`src/rtl/cwpg_pkg.sv`:
```
package cwpg_pkg;

   localparam int INDEX_BITS     = 28;
   localparam int WINDOW_BITS    = 4;
   localparam int DIST_BITS      = 5;
   localparam int HIST_DEPTH     = 8;
   localparam int HIST_PTR_BITS  = 3;
   localparam int CSR_INDEX_BITS = 2;
   localparam int QUEUE_DEPTH    = 2;
   localparam int QUEUE_PTR_BITS = 1;
   localparam int QUEUE_CNT_BITS = 2;

   typedef logic [WINDOW_BITS-1:0] window_type;

   localparam window_type MAX_WINDOW   = 4'd8;
   localparam window_type WINDOW_RESET = 4'd4;

   typedef logic [CSR_INDEX_BITS-1:0] csr_index_type;

   localparam csr_index_type CSR_WINDOW_LEFT  = 2'd0;
   localparam csr_index_type CSR_WINDOW_RIGHT = 2'd1;

   // one classified word on its way from the front to the back
   typedef struct packed {
      logic [INDEX_BITS-1:0] word;
      window_type            start_dist;
      window_type            win_left;
      window_type            win_right;
   } job_type;

   typedef enum logic {
      BACK_IDLE,
      BACK_EMIT
   } back_state_type;

endpackage

```
`src/rtl/cwpg_req_if.sv`:
```
interface cwpg_req_if;
   logic                              valid;
   logic                              ready;
   logic [cwpg_pkg::INDEX_BITS-1:0]   word_index;

   modport source (output valid, output word_index, input ready);
   modport sink (input valid, input word_index, output ready);
endinterface

```
`src/rtl/cwpg_rsp_if.sv`:
```
interface cwpg_rsp_if;
   logic                                valid;
   logic                                ready;
   logic [cwpg_pkg::INDEX_BITS-1:0]     first_index;
   logic [cwpg_pkg::INDEX_BITS-1:0]     second_index;
   logic signed [cwpg_pkg::DIST_BITS-1:0] distance;
   logic                                last_pair;

   modport source (output valid, output first_index, output second_index,
                   output distance, output last_pair, input ready);
   modport sink (input valid, input first_index, input second_index,
                 input distance, input last_pair, output ready);
endinterface

```
`src/rtl/cwpg_front.sv`:
```
module cwpg_front (
   input  logic                                 clock,
   input  logic                                 reset,
   cwpg_req_if.sink                             req_port,
   input  logic                                 csr_write_enable,
   input  logic [cwpg_pkg::CSR_INDEX_BITS-1:0]  csr_index,
   input  logic [cwpg_pkg::WINDOW_BITS-1:0]     csr_write_data,
   output logic                                 push_valid,
   output cwpg_pkg::job_type                    push_job,
   input  logic                                 push_ready
);

   cwpg_pkg::window_type window_left_ff, window_left_in;
   cwpg_pkg::window_type window_right_ff, window_right_in;
   cwpg_pkg::window_type fill_ff, fill_in;
   cwpg_pkg::window_type win_left, win_right, win_max, fill_next;
   logic                 accept;

   // saturate windows above the history depth
   always_comb begin
      win_left  = (window_left_ff > cwpg_pkg::MAX_WINDOW) ? cwpg_pkg::MAX_WINDOW
                                                          : window_left_ff;
      win_right = (window_right_ff > cwpg_pkg::MAX_WINDOW) ? cwpg_pkg::MAX_WINDOW
                                                           : window_right_ff;
      win_max   = (win_left > win_right) ? win_left : win_right;
      fill_next = fill_ff + 4'd1;
   end

   assign req_port.ready = push_ready;
   assign accept         = req_port.valid && push_ready;
   assign push_valid     = req_port.valid;

   always_comb begin
      push_job.word       = req_port.word_index;
      push_job.start_dist = (fill_ff < win_max) ? fill_ff : win_max;
      push_job.win_left   = win_left;
      push_job.win_right  = win_right;
   end

   always_comb begin
      window_left_in  = window_left_ff;
      window_right_in = window_right_ff;
      fill_in         = fill_ff;
      if (csr_write_enable) begin
         case (csr_index)
            cwpg_pkg::CSR_WINDOW_LEFT:  window_left_in  = csr_write_data;
            cwpg_pkg::CSR_WINDOW_RIGHT: window_right_in = csr_write_data;
            default: ;
         endcase
      end
      if (accept && (fill_next <= win_max)) begin
         fill_in = fill_next;
      end
   end

   always_ff @(posedge clock) begin
      if (reset) begin
         window_left_ff  <= cwpg_pkg::WINDOW_RESET;
         window_right_ff <= cwpg_pkg::WINDOW_RESET;
         fill_ff         <= '0;
      end else begin
         window_left_ff  <= window_left_in;
         window_right_ff <= window_right_in;
         fill_ff         <= fill_in;
      end
   end

endmodule

```
`src/rtl/cwpg_queue.sv`:
```
module cwpg_queue (
   input  logic              clock,
   input  logic              reset,
   input  logic              push_valid,
   input  cwpg_pkg::job_type push_job,
   output logic              push_ready,
   output logic              pop_valid,
   output cwpg_pkg::job_type pop_job,
   input  logic              pop
);

   cwpg_pkg::job_type                     entry_ff [cwpg_pkg::QUEUE_DEPTH];
   logic [cwpg_pkg::QUEUE_PTR_BITS-1:0]   wr_ptr_ff, wr_ptr_in;
   logic [cwpg_pkg::QUEUE_PTR_BITS-1:0]   rd_ptr_ff, rd_ptr_in;
   logic [cwpg_pkg::QUEUE_CNT_BITS-1:0]   count_ff, count_in;
   logic                                  do_push, do_pop;

   assign push_ready = (count_ff != cwpg_pkg::QUEUE_CNT_BITS'(cwpg_pkg::QUEUE_DEPTH));
   assign pop_valid  = (count_ff != '0);
   assign pop_job    = entry_ff[rd_ptr_ff];
   assign do_push    = push_valid && push_ready;
   assign do_pop     = pop && pop_valid;

   always_comb begin
      wr_ptr_in = do_push ? wr_ptr_ff + 1'b1 : wr_ptr_ff;
      rd_ptr_in = do_pop ? rd_ptr_ff + 1'b1 : rd_ptr_ff;
      count_in  = count_ff;
      if (do_push && !do_pop) begin
         count_in = count_ff + 1'b1;
      end else if (do_pop && !do_push) begin
         count_in = count_ff - 1'b1;
      end
   end

   always_ff @(posedge clock) begin
      if (reset) begin
         wr_ptr_ff <= '0;
         rd_ptr_ff <= '0;
         count_ff  <= '0;
      end else begin
         wr_ptr_ff <= wr_ptr_in;
         rd_ptr_ff <= rd_ptr_in;
         count_ff  <= count_in;
      end
   end

   always_ff @(posedge clock) begin
      if (do_push) begin
         entry_ff[wr_ptr_ff] <= push_job;
      end
   end

endmodule

```
`src/rtl/cwpg_back.sv`:
```
module cwpg_back (
   input  logic              clock,
   input  logic              reset,
   input  logic              pop_valid,
   input  cwpg_pkg::job_type pop_job,
   output logic              pop,
   cwpg_rsp_if.source        rsp_port
);

   cwpg_pkg::back_state_type state_ff, state_in;

   logic [cwpg_pkg::INDEX_BITS-1:0]     hist_ff [cwpg_pkg::HIST_DEPTH];
   logic [cwpg_pkg::HIST_PTR_BITS-1:0]  head_ff, head_in;
   logic [cwpg_pkg::INDEX_BITS-1:0]     word_ff, word_in;
   cwpg_pkg::window_type                win_left_ff, win_left_in;
   cwpg_pkg::window_type                win_right_ff, win_right_in;
   cwpg_pkg::window_type                dist_ff, dist_in;
   logic                                neg_ff, neg_in;

   logic                                rsp_valid_ff, rsp_valid_in;
   logic [cwpg_pkg::INDEX_BITS-1:0]     first_ff, first_in;
   logic [cwpg_pkg::INDEX_BITS-1:0]     second_ff, second_in;
   logic signed [cwpg_pkg::DIST_BITS-1:0] distance_ff, distance_in;
   logic                                last_ff, last_in;

   logic [cwpg_pkg::HIST_PTR_BITS-1:0]  slot;
   logic [cwpg_pkg::INDEX_BITS-1:0]     prev;
   logic [cwpg_pkg::DIST_BITS-1:0]      dist_wide;
   cwpg_pkg::window_type                dist_down;
   logic                                out_free, is_last, hist_write;

   // distance of eight wraps onto the head slot itself
   assign slot      = head_ff - dist_ff[cwpg_pkg::HIST_PTR_BITS-1:0];
   assign prev      = hist_ff[slot];
   assign dist_wide = {1'b0, dist_ff};
   assign dist_down = dist_ff - 4'd1;
   assign out_free  = !rsp_valid_ff || rsp_port.ready;
   assign is_last   = (dist_ff == 4'd1) && (neg_ff || (win_left_ff == '0));

   always_comb begin
      state_in     = state_ff;
      head_in      = head_ff;
      word_in      = word_ff;
      win_left_in  = win_left_ff;
      win_right_in = win_right_ff;
      dist_in      = dist_ff;
      neg_in       = neg_ff;
      rsp_valid_in = rsp_valid_ff && !rsp_port.ready;
      first_in     = first_ff;
      second_in    = second_ff;
      distance_in  = distance_ff;
      last_in      = last_ff;
      pop          = 1'b0;
      hist_write   = 1'b0;
      case (state_ff)
         cwpg_pkg::BACK_IDLE: begin
            if (pop_valid) begin
               pop          = 1'b1;
               word_in      = pop_job.word;
               win_left_in  = pop_job.win_left;
               win_right_in = pop_job.win_right;
               dist_in      = pop_job.start_dist;
               neg_in       = !(pop_job.start_dist <= pop_job.win_right);
               if (pop_job.start_dist == '0) begin
                  // no pairs, the word only enters the history
                  hist_write = 1'b1;
                  head_in    = head_ff + 1'b1;
               end else begin
                  state_in = cwpg_pkg::BACK_EMIT;
               end
            end
         end
         cwpg_pkg::BACK_EMIT: begin
            if (out_free) begin
               rsp_valid_in = 1'b1;
               last_in      = is_last;
               if (neg_ff) begin
                  first_in    = word_ff;
                  second_in   = prev;
                  distance_in = -$signed(dist_wide);
               end else begin
                  first_in    = prev;
                  second_in   = word_ff;
                  distance_in = $signed(dist_wide);
               end
               if (is_last) begin
                  hist_write = 1'b1;
                  head_in    = head_ff + 1'b1;
                  state_in   = cwpg_pkg::BACK_IDLE;
               end else if (!neg_ff && (dist_ff <= win_left_ff)) begin
                  neg_in = 1'b1;
               end else begin
                  dist_in = dist_down;
                  neg_in  = !(dist_down <= win_right_ff);
               end
            end
         end
         default: state_in = cwpg_pkg::BACK_IDLE;
      endcase
   end

   always_ff @(posedge clock) begin
      if (reset) begin
         state_ff     <= cwpg_pkg::BACK_IDLE;
         head_ff      <= '0;
         rsp_valid_ff <= 1'b0;
      end else begin
         state_ff     <= state_in;
         head_ff      <= head_in;
         rsp_valid_ff <= rsp_valid_in;
      end
   end

   always_ff @(posedge clock) begin
      word_ff      <= word_in;
      win_left_ff  <= win_left_in;
      win_right_ff <= win_right_in;
      dist_ff      <= dist_in;
      neg_ff       <= neg_in;
      first_ff     <= first_in;
      second_ff    <= second_in;
      distance_ff  <= distance_in;
      last_ff      <= last_in;
      // word_in is the popped word in idle and the held word in emit
      if (hist_write) begin
         hist_ff[head_ff] <= word_in;
      end
   end

   assign rsp_port.valid        = rsp_valid_ff;
   assign rsp_port.first_index  = first_ff;
   assign rsp_port.second_index = second_ff;
   assign rsp_port.distance     = distance_ff;
   assign rsp_port.last_pair    = last_ff;

endmodule

```
`src/rtl/context_window_pair_generator.sv`:
```
// context window pair generator, skip-gram style
// req_port carries one word index per request; rsp_port returns the context
// pairs it causes: for each remembered word, oldest first, (prev, cur, +d) when
// d is within window_right, then (cur, prev, -d) when d is within window_left.
// last_pair marks the final pair of a word; a word with no pairs gives nothing.
// csr_index 0 writes window_left, 1 writes window_right (values above 8 act as
// 8); other indexes are ignored. write the windows only while the block is idle.
// a word enters a two-deep job queue at the accepting edge; the back end pops
// it from the queue while idle, loads it, and registers each of its pairs in
// the output register; further pairs follow one per cycle unless output stalls.
// the single pair emitter in the back end takes one word at a time and pops
// the next one only once the current word has sent its last pair.
// reset: windows return to 4, the history is empty, queue and output clear.
// a stalled receiver holds the output register; the emitter waits, the queue
// fills and req_port.ready drops once both queue slots are taken.
module context_window_pair_generator (
   input  logic                                 clock,
   input  logic                                 reset,
   cwpg_req_if.sink                             req_port,
   cwpg_rsp_if.source                           rsp_port,
   input  logic                                 csr_write_enable,
   input  logic [cwpg_pkg::CSR_INDEX_BITS-1:0]  csr_index,
   input  logic [cwpg_pkg::WINDOW_BITS-1:0]     csr_write_data
);

   // front to queue
   logic              push_valid;
   logic              push_ready;
   cwpg_pkg::job_type push_job;

   // queue to back
   logic              pop_valid;
   logic              pop;
   cwpg_pkg::job_type pop_job;

   // front: window registers, history fill tracking, classification
   cwpg_front u_front (
      .clock            (clock),
      .reset            (reset),
      .req_port         (req_port),
      .csr_write_enable (csr_write_enable),
      .csr_index        (csr_index),
      .csr_write_data   (csr_write_data),
      .push_valid       (push_valid),
      .push_job         (push_job),
      .push_ready       (push_ready)
   );

   // short job queue decoupling acceptance from pair emission
   cwpg_queue u_queue (
      .clock      (clock),
      .reset      (reset),
      .push_valid (push_valid),
      .push_job   (push_job),
      .push_ready (push_ready),
      .pop_valid  (pop_valid),
      .pop_job    (pop_job),
      .pop        (pop)
   );

   // back: history ring, pair sequencer and output register
   cwpg_back u_back (
      .clock     (clock),
      .reset     (reset),
      .pop_valid (pop_valid),
      .pop_job   (pop_job),
      .pop       (pop),
      .rsp_port  (rsp_port)
   );

endmodule

```
`src/flat_wrapper.sv`:
```
// flat-port wrapper written by rule: the top's interface ports become plain ports
module context_window_pair_generator_flat 
  (clock, reset, csr_write_enable, csr_index, csr_write_data, req_port_valid, req_port_word_index, req_port_ready, rsp_port_valid, rsp_port_first_index, rsp_port_second_index, rsp_port_distance, rsp_port_last_pair, rsp_port_ready);
  cwpg_req_if req_port_i ();
  cwpg_rsp_if rsp_port_i ();
  input  logic clock;
  input  logic reset;
  input  logic csr_write_enable;
  input  logic [cwpg_pkg::CSR_INDEX_BITS-1:0] csr_index;
  input  logic [cwpg_pkg::WINDOW_BITS-1:0] csr_write_data;
  input wire logic [$bits(req_port_i.valid)-1:0] req_port_valid;
  input wire logic [$bits(req_port_i.word_index)-1:0] req_port_word_index;
  output wire logic [$bits(req_port_i.ready)-1:0] req_port_ready;
  output wire logic [$bits(rsp_port_i.valid)-1:0] rsp_port_valid;
  output wire logic [$bits(rsp_port_i.first_index)-1:0] rsp_port_first_index;
  output wire logic [$bits(rsp_port_i.second_index)-1:0] rsp_port_second_index;
  output wire logic [$bits(rsp_port_i.distance)-1:0] rsp_port_distance;
  output wire logic [$bits(rsp_port_i.last_pair)-1:0] rsp_port_last_pair;
  input wire logic [$bits(rsp_port_i.ready)-1:0] rsp_port_ready;
  assign req_port_i.valid = req_port_valid;
  assign req_port_i.word_index = req_port_word_index;
  assign req_port_ready = req_port_i.ready;
  assign rsp_port_valid = rsp_port_i.valid;
  assign rsp_port_first_index = rsp_port_i.first_index;
  assign rsp_port_second_index = rsp_port_i.second_index;
  assign rsp_port_distance = rsp_port_i.distance;
  assign rsp_port_last_pair = rsp_port_i.last_pair;
  assign rsp_port_i.ready = rsp_port_ready;
  context_window_pair_generator u_core (.clock(clock), .reset(reset), .req_port(req_port_i), .rsp_port(rsp_port_i), .csr_write_enable(csr_write_enable), .csr_index(csr_index), .csr_write_data(csr_write_data));
endmodule
```
`config.mk`:
```
export PLATFORM = sky130hd
export DESIGN_NAME = context_window_pair_generator_flat
export DESIGN_NICKNAME = d
export VERILOG_FILES = /design/src/rtl/cwpg_pkg.sv /design/src/rtl/cwpg_req_if.sv /design/src/rtl/cwpg_rsp_if.sv /design/src/rtl/cwpg_front.sv /design/src/rtl/cwpg_queue.sv /design/src/rtl/cwpg_back.sv /design/src/rtl/context_window_pair_generator.sv /design/src/flat_wrapper.sv
export SDC_FILE = /design/constraint.sdc
export NUM_CORES = 1
export LEC_CHECK = 0
export ABC_AREA = 1
export BUFFER_PORTS_ARGS = -buffer_cell sky130_fd_sc_hd__buf_2
export CORE_ASPECT_RATIO = 0.8
export CORE_MARGIN = 1.5
export CORE_UTILIZATION = 60
export CTS_CLUSTER_DIAMETER = 100
export DETAILED_ROUTE_END_ITERATION = 10
export PLACE_DENSITY = 0.79
export SETUP_SLACK_MARGIN = 0.3
export SLEW_MARGIN = 15
export SYNTH_ARGS = -nofsm -noshare
export SYNTH_HDL_FRONTEND = slang
export SYNTH_SLANG_ARGS = --single-unit
```
`constraint.sdc`:
```
create_clock -name clock -period 14.4 [get_ports clock]
set_clock_uncertainty 0.1 [all_clocks]
set_input_delay 0.72 -clock clock [delete_from_list [all_inputs] [get_ports clock]]
set_output_delay 0.72 -clock clock [all_outputs]
set_load 0.01 [all_outputs]
```
==> metrics.txt, run 1 <==
status=finished, final reports clean; Syn. warnings=0; worst skew pair latency=540 ps; H-tree Lvls=2; setup TNS=0 ps; RSZ-0062 raised after global routing=false; Port Buf Inserts=102; vias per cell=5.63; placed cell area=0.0182 mm²; cell accounting for the most synthesized area=edfxtp_1; cell breakdown of the critical path=ha_4 -> inv_2 -> buf_4 -> o21ai_0 -> o21ai_1 -> nand2_1 -> nand2_1 -> nand2_1 -> nand2_1; final layout net count=1,669; share of layout cells above drive strength 1=0.124; worst setup path end=u_core.u_back.rsp_port.first_index[27]; CTS Buf Count=41; pwr dens=257 mW/mm²; Reg2Reg Depth=9; Clock Sinks=429; I/O pins=103; design area=0.0195 mm²; Netlist cell types=30; cts repair resizes=0; Initial Util=0.612; crit-path max cell delay=1080 ps; Die Ht=155 µm; CP Launch Point=u_core.u_back.dist_ff[0]; overflow left after global routing=0; Fill cells=1,973; Seq/Total Area, Yosys=0.714; final setup violation count=0; syn nets=1,584; post-synthesis cell count=1,514; min-delay worst type=input pin to flip-flop; final core occ=0.688; Internal=0.00304 W; first-pass GRT wire length=55.2 mm; Hold Slack=266 ps; Clk pwr share=0.213; Area contributors post-synth=edfxtp_1, nand2_1, dfxtp_1; reg2reg setup slack=10,480 ps; crit path buf inv count=2; final wirelength=35.2 mm; ant diodes=0; DRC violations left=0; Routed Antenna Nets=0; maxcap violations=0; CP Launch Type=flip-flop; Tightest Pin Transition=1180 ps; Tot Pwr=0.00500 W; LEAKAGE=7.44 nW; Tot GR Track Use=0.238; initial antenna violation count=0; CP arrival=4100 ps; vias=11,300; GPL Wtd Cong=0.855; Worst R2R End=u_core.u_back.rsp_port.first_index[27]; Final Hold Fails=0; Required @ worst endpoint=14,590 ps; Seq pwr share=0.387; initial DRC count=1,083; final worst-path cycle share=0.272; die area=0.0299 mm²; Rel. slew slack=0.215; CTS max path bufs=3; fin crit period=3920 ps; CP delay by family, top=buffers and inverters; Yosys top cell area share=0.656; Peak Freq=0.255 GHz; P&R area growth vs syn=12.4%; DR WL/cell=17.6 µm; Pre-antenna DRT Iters=5; R2R Path Start=u_core.u_back.dist_ff[0]; CTS root buffer=clkbuf_16; final max-slew violation count=0; post-synthesis register bit count=429; Reg clk slew, reported paths=60 ps; largest net degree at the start of global routing=114; Max IR drop VDD=0.170 mV; crit path capture type=flip-flop; crit-path max FO=113; hpwl dp=20.7 mm; Switch Pwr=0.00196 W; chip width=193 µm; slowest CP cell=ha_4; vias in the first global route=11,000; Post-CTS Setup Repair Bufs=0; Worst path depth=9; syn avg cell area=11.5 µm²; crit path kind=flip-flop to flip-flop; switching power share of the total=0.392; mapped cell area=0.0173 mm²; most frequent CP cell=nand2_1; hold buffers post-CTS=0; Comb pwr share=0.400; CTS tree=done; row count=55; core area=0.0284 mm²
## final cells by class
cell class / count / area, µm² / share of cell area
clock buffers: 55 / 1170 / 0.0601
clock inverters: 20 / 178 / 0.00911
inverters: 55 / 206 / 0.0106
multi-input cells: 957 / 4490 / 0.230
flip-flops and latches: 429 / 12400 / 0.635
well taps: 370 / 463 / 0.0237
repair buffers: 115 / 608 / 0.0312
## Yosys cell counts (all sizes together)
cell    number
nand2      404
edfxtp     379
nor2       226
o21ai      191
inv         55
dfxtp       50
clkbuf      43
a31oi       31
buf         30
ha          30
a21oi       29
nand3       23
xor2         6
nand4        3
or2          3
xnor2        3
o22ai        2
fa           1
nand3b       1
nor3         1
nor3b        1
o211ai       1
o21bai       1
## flip-flops by register name, summed over array words and instances, names as in the netlist, named ones only
signal	cells
u_core.u_back.neg_ff	1
u_core.u_front.fill_ff	4
u_core.u_front.window_right_ff	4
u_core.u_back.rsp_port.valid	1
u_core.u_back.dist_ff	4
u_core.u_queue.entry_ff	80
u_core.u_back.rsp_port.last_pair	1
u_core.u_queue.wr_ptr_ff	1
u_core.u_back.hist_ff	224
u_core.u_front.window_left_ff	4
u_core.u_back.state_ff	1
u_core.u_back.head_ff	3
u_core.u_back.rsp_port.second_index	28
u_core.u_back.word_ff	28
u_core.u_back.rsp_port.distance	5
u_core.u_queue.rd_ptr_ff	1
u_core.u_queue.count_ff	2
u_core.u_back.rsp_port.first_index	28
u_core.u_back.win_right_ff	4
u_core.u_back.win_left_ff	4
## layout by cell type (no fill, tap or decap), drive strengths merged, types with 2 or more instances in the layout
master | synthesis | routed
nand3 | 23 | 23
nor2 | 226 | 226
nand2 | 404 | 404
a31oi | 31 | 31
clkinv | 0 | 15
xor2 | 6 | 6
bufinv | 0 | 3
or2 | 3 | 3
ha | 30 | 30
a21oi | 29 | 29
inv | 55 | 57
o21ai | 191 | 191
dfxtp | 50 | 50
edfxtp | 379 | 379
o22ai | 2 | 2
clkbuf | 43 | 55
nand4 | 3 | 3
buf | 30 | 115
xnor2 | 3 | 3
## power by group through the flow
| stage | registers, W | clock network (W) | logic (W) |
|---|---|---|---|
| global route | 0.00195 | 0.00112 | 0.00226 |
| global placement | 0.00195 | 0 | 0.00188 |
| detailed placement | 0.00196 | 0 | 0.00198 |
| finish | 0.00193 | 0.00107 | 0.00200 |
| CTS | 0.00194 | 0.00108 | 0.00200 |
| floorplan | 0.00198 | 0 | 0.00139 |
## worst register-to-register path, stage by stage (launching register included)
cell and delay, ps:
edfxtp_1 510, ha_4 1080, inv_2 700, buf_4 520, o21ai_0 280, o21ai_1 120, nand2_1 100, nand2_1 110
nand2_1 80, nand2_1 70
## per-stage QoR
step / cells / worst slack, ps
detailed placement: 1926 / 10520
global placement: 1926 / 10590
CTS: 2001 / 10510
global route: 2001 / 10150
finish: 2001 / 10480
floorplan: 1514 / 7920
## metal layers
| metal | share of wire | track usage |
|---|---|---|
| met1 | 0.44 | 0.338 |
| met3 | 0.066 | 0.0350 |
| met2 | 0.48 | 0.388 |
| met5 | 0 | 0 |
| met4 | 0.019 | 0.0692 |
## cell families (layout without fill, tap and decap cells)
logic type               count (synthesis)  after routing  synth area share
AND/OR/NAND/NOR                        662            662             0.147
flip-flops                             429            429             0.714
AO/OA/AOI/OAI                          255            255            0.0762
buffers and inverters                  128            245            0.0323
adder cells (fa/ha/maj)                 31             31            0.0228
XOR/XNOR                                 9              9           0.00779
## worst min path at each step
stage                                  start                        endpoint  slack (ps)  cells after the start
floorplan           u_core.u_queue.rd_ptr_ff                       flip-flop         330                      1
global placement    u_core.u_queue.rd_ptr_ff                       flip-flop         340                      1
detailed placement  u_core.u_queue.rd_ptr_ff                       flip-flop         350                      1
CTS                  req_port_word_index[27]  u_core.u_queue.entry_ff[1][39]         250                      1
global route         req_port_word_index[21]  u_core.u_queue.entry_ff[0][33]         260                      1
finish                req_port_word_index[4]  u_core.u_queue.entry_ff[0][16]         270                      1
No activity file was read; power rests on OpenSTA's default activity.
==> run 2, diff against run 1 <==
--- a/config.mk
+++ b/config.mk
@@ -9,10 +9,10 @@
 export BUFFER_PORTS_ARGS = -buffer_cell sky130_fd_sc_hd__buf_2
 export CORE_ASPECT_RATIO = 0.8
 export CORE_MARGIN = 1.5
-export CORE_UTILIZATION = 60
+export CORE_UTILIZATION = 55
 export CTS_CLUSTER_DIAMETER = 100
 export DETAILED_ROUTE_END_ITERATION = 10
-export PLACE_DENSITY = 0.79
+export PLACE_DENSITY = 0.76
 export SETUP_SLACK_MARGIN = 0.3
 export SLEW_MARGIN = 15
 export SYNTH_ARGS = -nofsm -noshare
==> constraint.sdc (replaced) <==
create_clock -name clock -period 3.4 [get_ports clock]
set_clock_uncertainty 0.1 [all_clocks]
set_input_delay 0.17 -clock clock [delete_from_list [all_inputs] [get_ports clock]]
set_output_delay 0.17 -clock clock [all_outputs]
set_load 0.01 [all_outputs]
==> run 2 against run 1 <==
Effect of this change: global-route usage down 0.75 points; utilization down 2.7 points; non-clock buffer count rose by 62; cell area is 4.0% higher; first-iteration DRC count fell by 13%; cell count rose by 5.3%; wire length grew 5.7%; clock-buffer cell count increased by 6; clock power grew to 4.2 times the previous value; combinational power increased to 4.4 times the previous value; power rose to 4.3 times the previous value; sequential cell count unchanged; largest cell class unchanged.
==> metrics.txt, run 2 (synthesis gave the netlist of run 1 again) <==
H-tree Lvls=2 (unchanged); final max-slew violation count=0 (unchanged); overflow left after global routing=0 (unchanged); CTS root buffer=clkbuf_16; crit path capture type=flip-flop; cell breakdown of the critical path=inv_1 -> nand2_1 -> inv_1 -> ha_1 -> a21oi_1 -> o21ai_2 -> buf_4 -> nand3_1 -> nand2_1 -> ha_1 -> a21oi_1 -> nand2_1 -> nand3_1 -> nand2_1; commonest non-fill, non-tap cell in the layout=nand2_1; CP arrival=3070 ps (-1030 ps); Tightest Pin Transition=1110 ps (-67.8 ps); crit path buf inv count=3 (+1); pwr dens=1060 mW/mm² (+310%); final worst-path cycle share=0.851 (+0.579); largest net degree at the start of global routing=113 (-0.88%); Fill cells=2,220 (+13%); most frequent CP cell=nand2_1; Required @ worst endpoint=3570 ps (-11,020 ps); CP Launch Type=flip-flop; Pre-antenna DRT Iters=5 (unchanged); crit-path max FO=5 (-96%); max reg flops=224 (unchanged); status=finished, final reports clean; ant diodes=0 (unchanged); row count=57 (+3.6%); vias=11,500 (+2.0%); Die Ht=162 µm (+4.4%); Hold Slack=32.9 ps (-233 ps); die area=0.0326 mm² (+8.9%); Tot GR Track Use=0.231 (-0.00748); Max IR drop VDD=0.697 mV (+310%); setup TNS=0 ps (unchanged); Port Buf Inserts=102 (unchanged); slowest CP cell=dfxtp_1; min-delay worst type=input pin to flip-flop; P&R area growth vs syn=16.9%; final layout net count=1,731 (+3.7%); CTS Buf Count=41 (unchanged); Reg clk slew, reported paths=60 ps (about the same); share of layout cells above drive strength 1=0.135 (+0.0101); GR peak layer=met2; I/O pins=103 (unchanged); most flop-heavy register=u_core.u_back.hist_ff; CTS tree=done; GPL Wtd Cong=0.827 (-3.3%); largest registers=u_core.u_back.hist_ff x224, u_core.u_queue.entry_ff x80; Routed Antenna Nets=0 (unchanged); pre-CTS setup slack=288 ps (-10,230 ps); crit-path max cell delay=370 ps (-710 ps); met2 GRT Util=0.373 (-0.0154); initial antenna violation count=0 (unchanged); vias per cell=5.45 (-3.2%); first-pass GRT wire length=58.5 mm (+6.1%); R2R Path Start=u_core.u_front.window_left_ff[3]; Final Hold Fails=0 (unchanged); CP Launch Point=u_core.u_front.window_left_ff[3]; vias in the first global route=11,100 (+0.99%); final setup violation count=0 (unchanged); maxcap violations=0 (unchanged); LEAKAGE=7.75 nW (+4.2%); Tot Pwr=0.0215 W (+330%); fin crit period=2890 ps (-1020 ps); crit path kind=flip-flop to flip-flop; met1 Resource Use GR=0.324 (-0.0136); Initial Util=0.566 (-0.0462); DR WL/cell=17.6 µm (+0.34%); Clock Sinks=429 (unchanged); RSZ-0062 raised after global routing=false; Rel. slew slack=0.260 (+0.0452); commonest non-fill, non-tap cells in the layout=nand2_1, edfxtp_1, nor2_1; CTS max path bufs=3 (unchanged); final wirelength=37.2 mm (+5.7%); worst skew pair latency=540 ps (about the same); CP delay by family, top=simple AND/OR/NAND/NOR gates; hold_sp=csr_write_enable; min setup slack post-route=505 ps (-9980 ps); chip width=202 µm (+4.4%); hpwl dp=21.8 mm (+5.5%); met3 Track Usage GR=0.0335 (-0.00146); final core occ=0.661 (-0.0265); initial DRC count=946 (-13%); DRC violations left=0 (unchanged); Peak Freq=0.345 GHz (+35%); core area=0.0307 mm² (+8.2%)
run 2: stage by stage:
stage | instances | area (µm²)
finish | 2107 | 20300
global placement | 1987 | 18500
CTS | 2106 | 20300
detailed placement | 1987 | 18500
global route | 2107 | 20300
floorplan | 1514 | 17400
run 2: final timing paths:
check / slack, ps / depth (start not counted) / endpoint
setup / recovery: 510 / 14 / u_core.u_queue.entry_ff[0][10]
hold / removal: 30 / 5 / u_core.u_front.window_right_ff[3]
setup reg to reg: 510 / 14 / u_core.u_queue.entry_ff[0][10]
hold reg to reg: 360 / 1 / flip-flop
run 2: what timing repair did:
| item | CTS | global route |
|---|---|---|
| setup buffers | 0 | 1 |
| endpoints found under the hold margin | 74 | 0 |
| pin swaps | 0 | 2 |
| endpoints found under the setup margin | 6 | 16 |
| hold buffers | 43 | 0 |
| gates cloned | 0 | 0 |
| gates resized for setup | 1 | 1 |
run 2: report_power, final:
group	internal [W]	switching, W	leakage, nW	total, W
Clock	0.00263	0.00188	0.653	0.00451
Sequential	0.00780	0.000409	3.87	0.00821
Combinational	0.00271	0.00611	3.22	0.00882
run 2: layout make-up:
type / count / area [µm²] / share of cell area
clock inverter: 15 / 155 / 0.00765
inverter: 55 / 208 / 0.0102
timing repair buffer: 177 / 1310 / 0.0644
sequential: 429 / 12400 / 0.611
clock buffer: 61 / 1170 / 0.0579
tap: 413 / 517 / 0.0255
multi-input combinational: 957 / 4540 / 0.224
run 2: metal layers:
layer	wire length, µm	vias up
li1	-	5506
met3	2660	64
met2	17600	446
met1	16000	5466
met4	919	0
met5	0	-
run 2: tightest hold or removal path, delay by kind of cell:
kind	cells	cell delay, ps
buffers and inverters	2	240
AND/OR/NAND/NOR	2	100
AO/OA/AOI/OAI	1	80
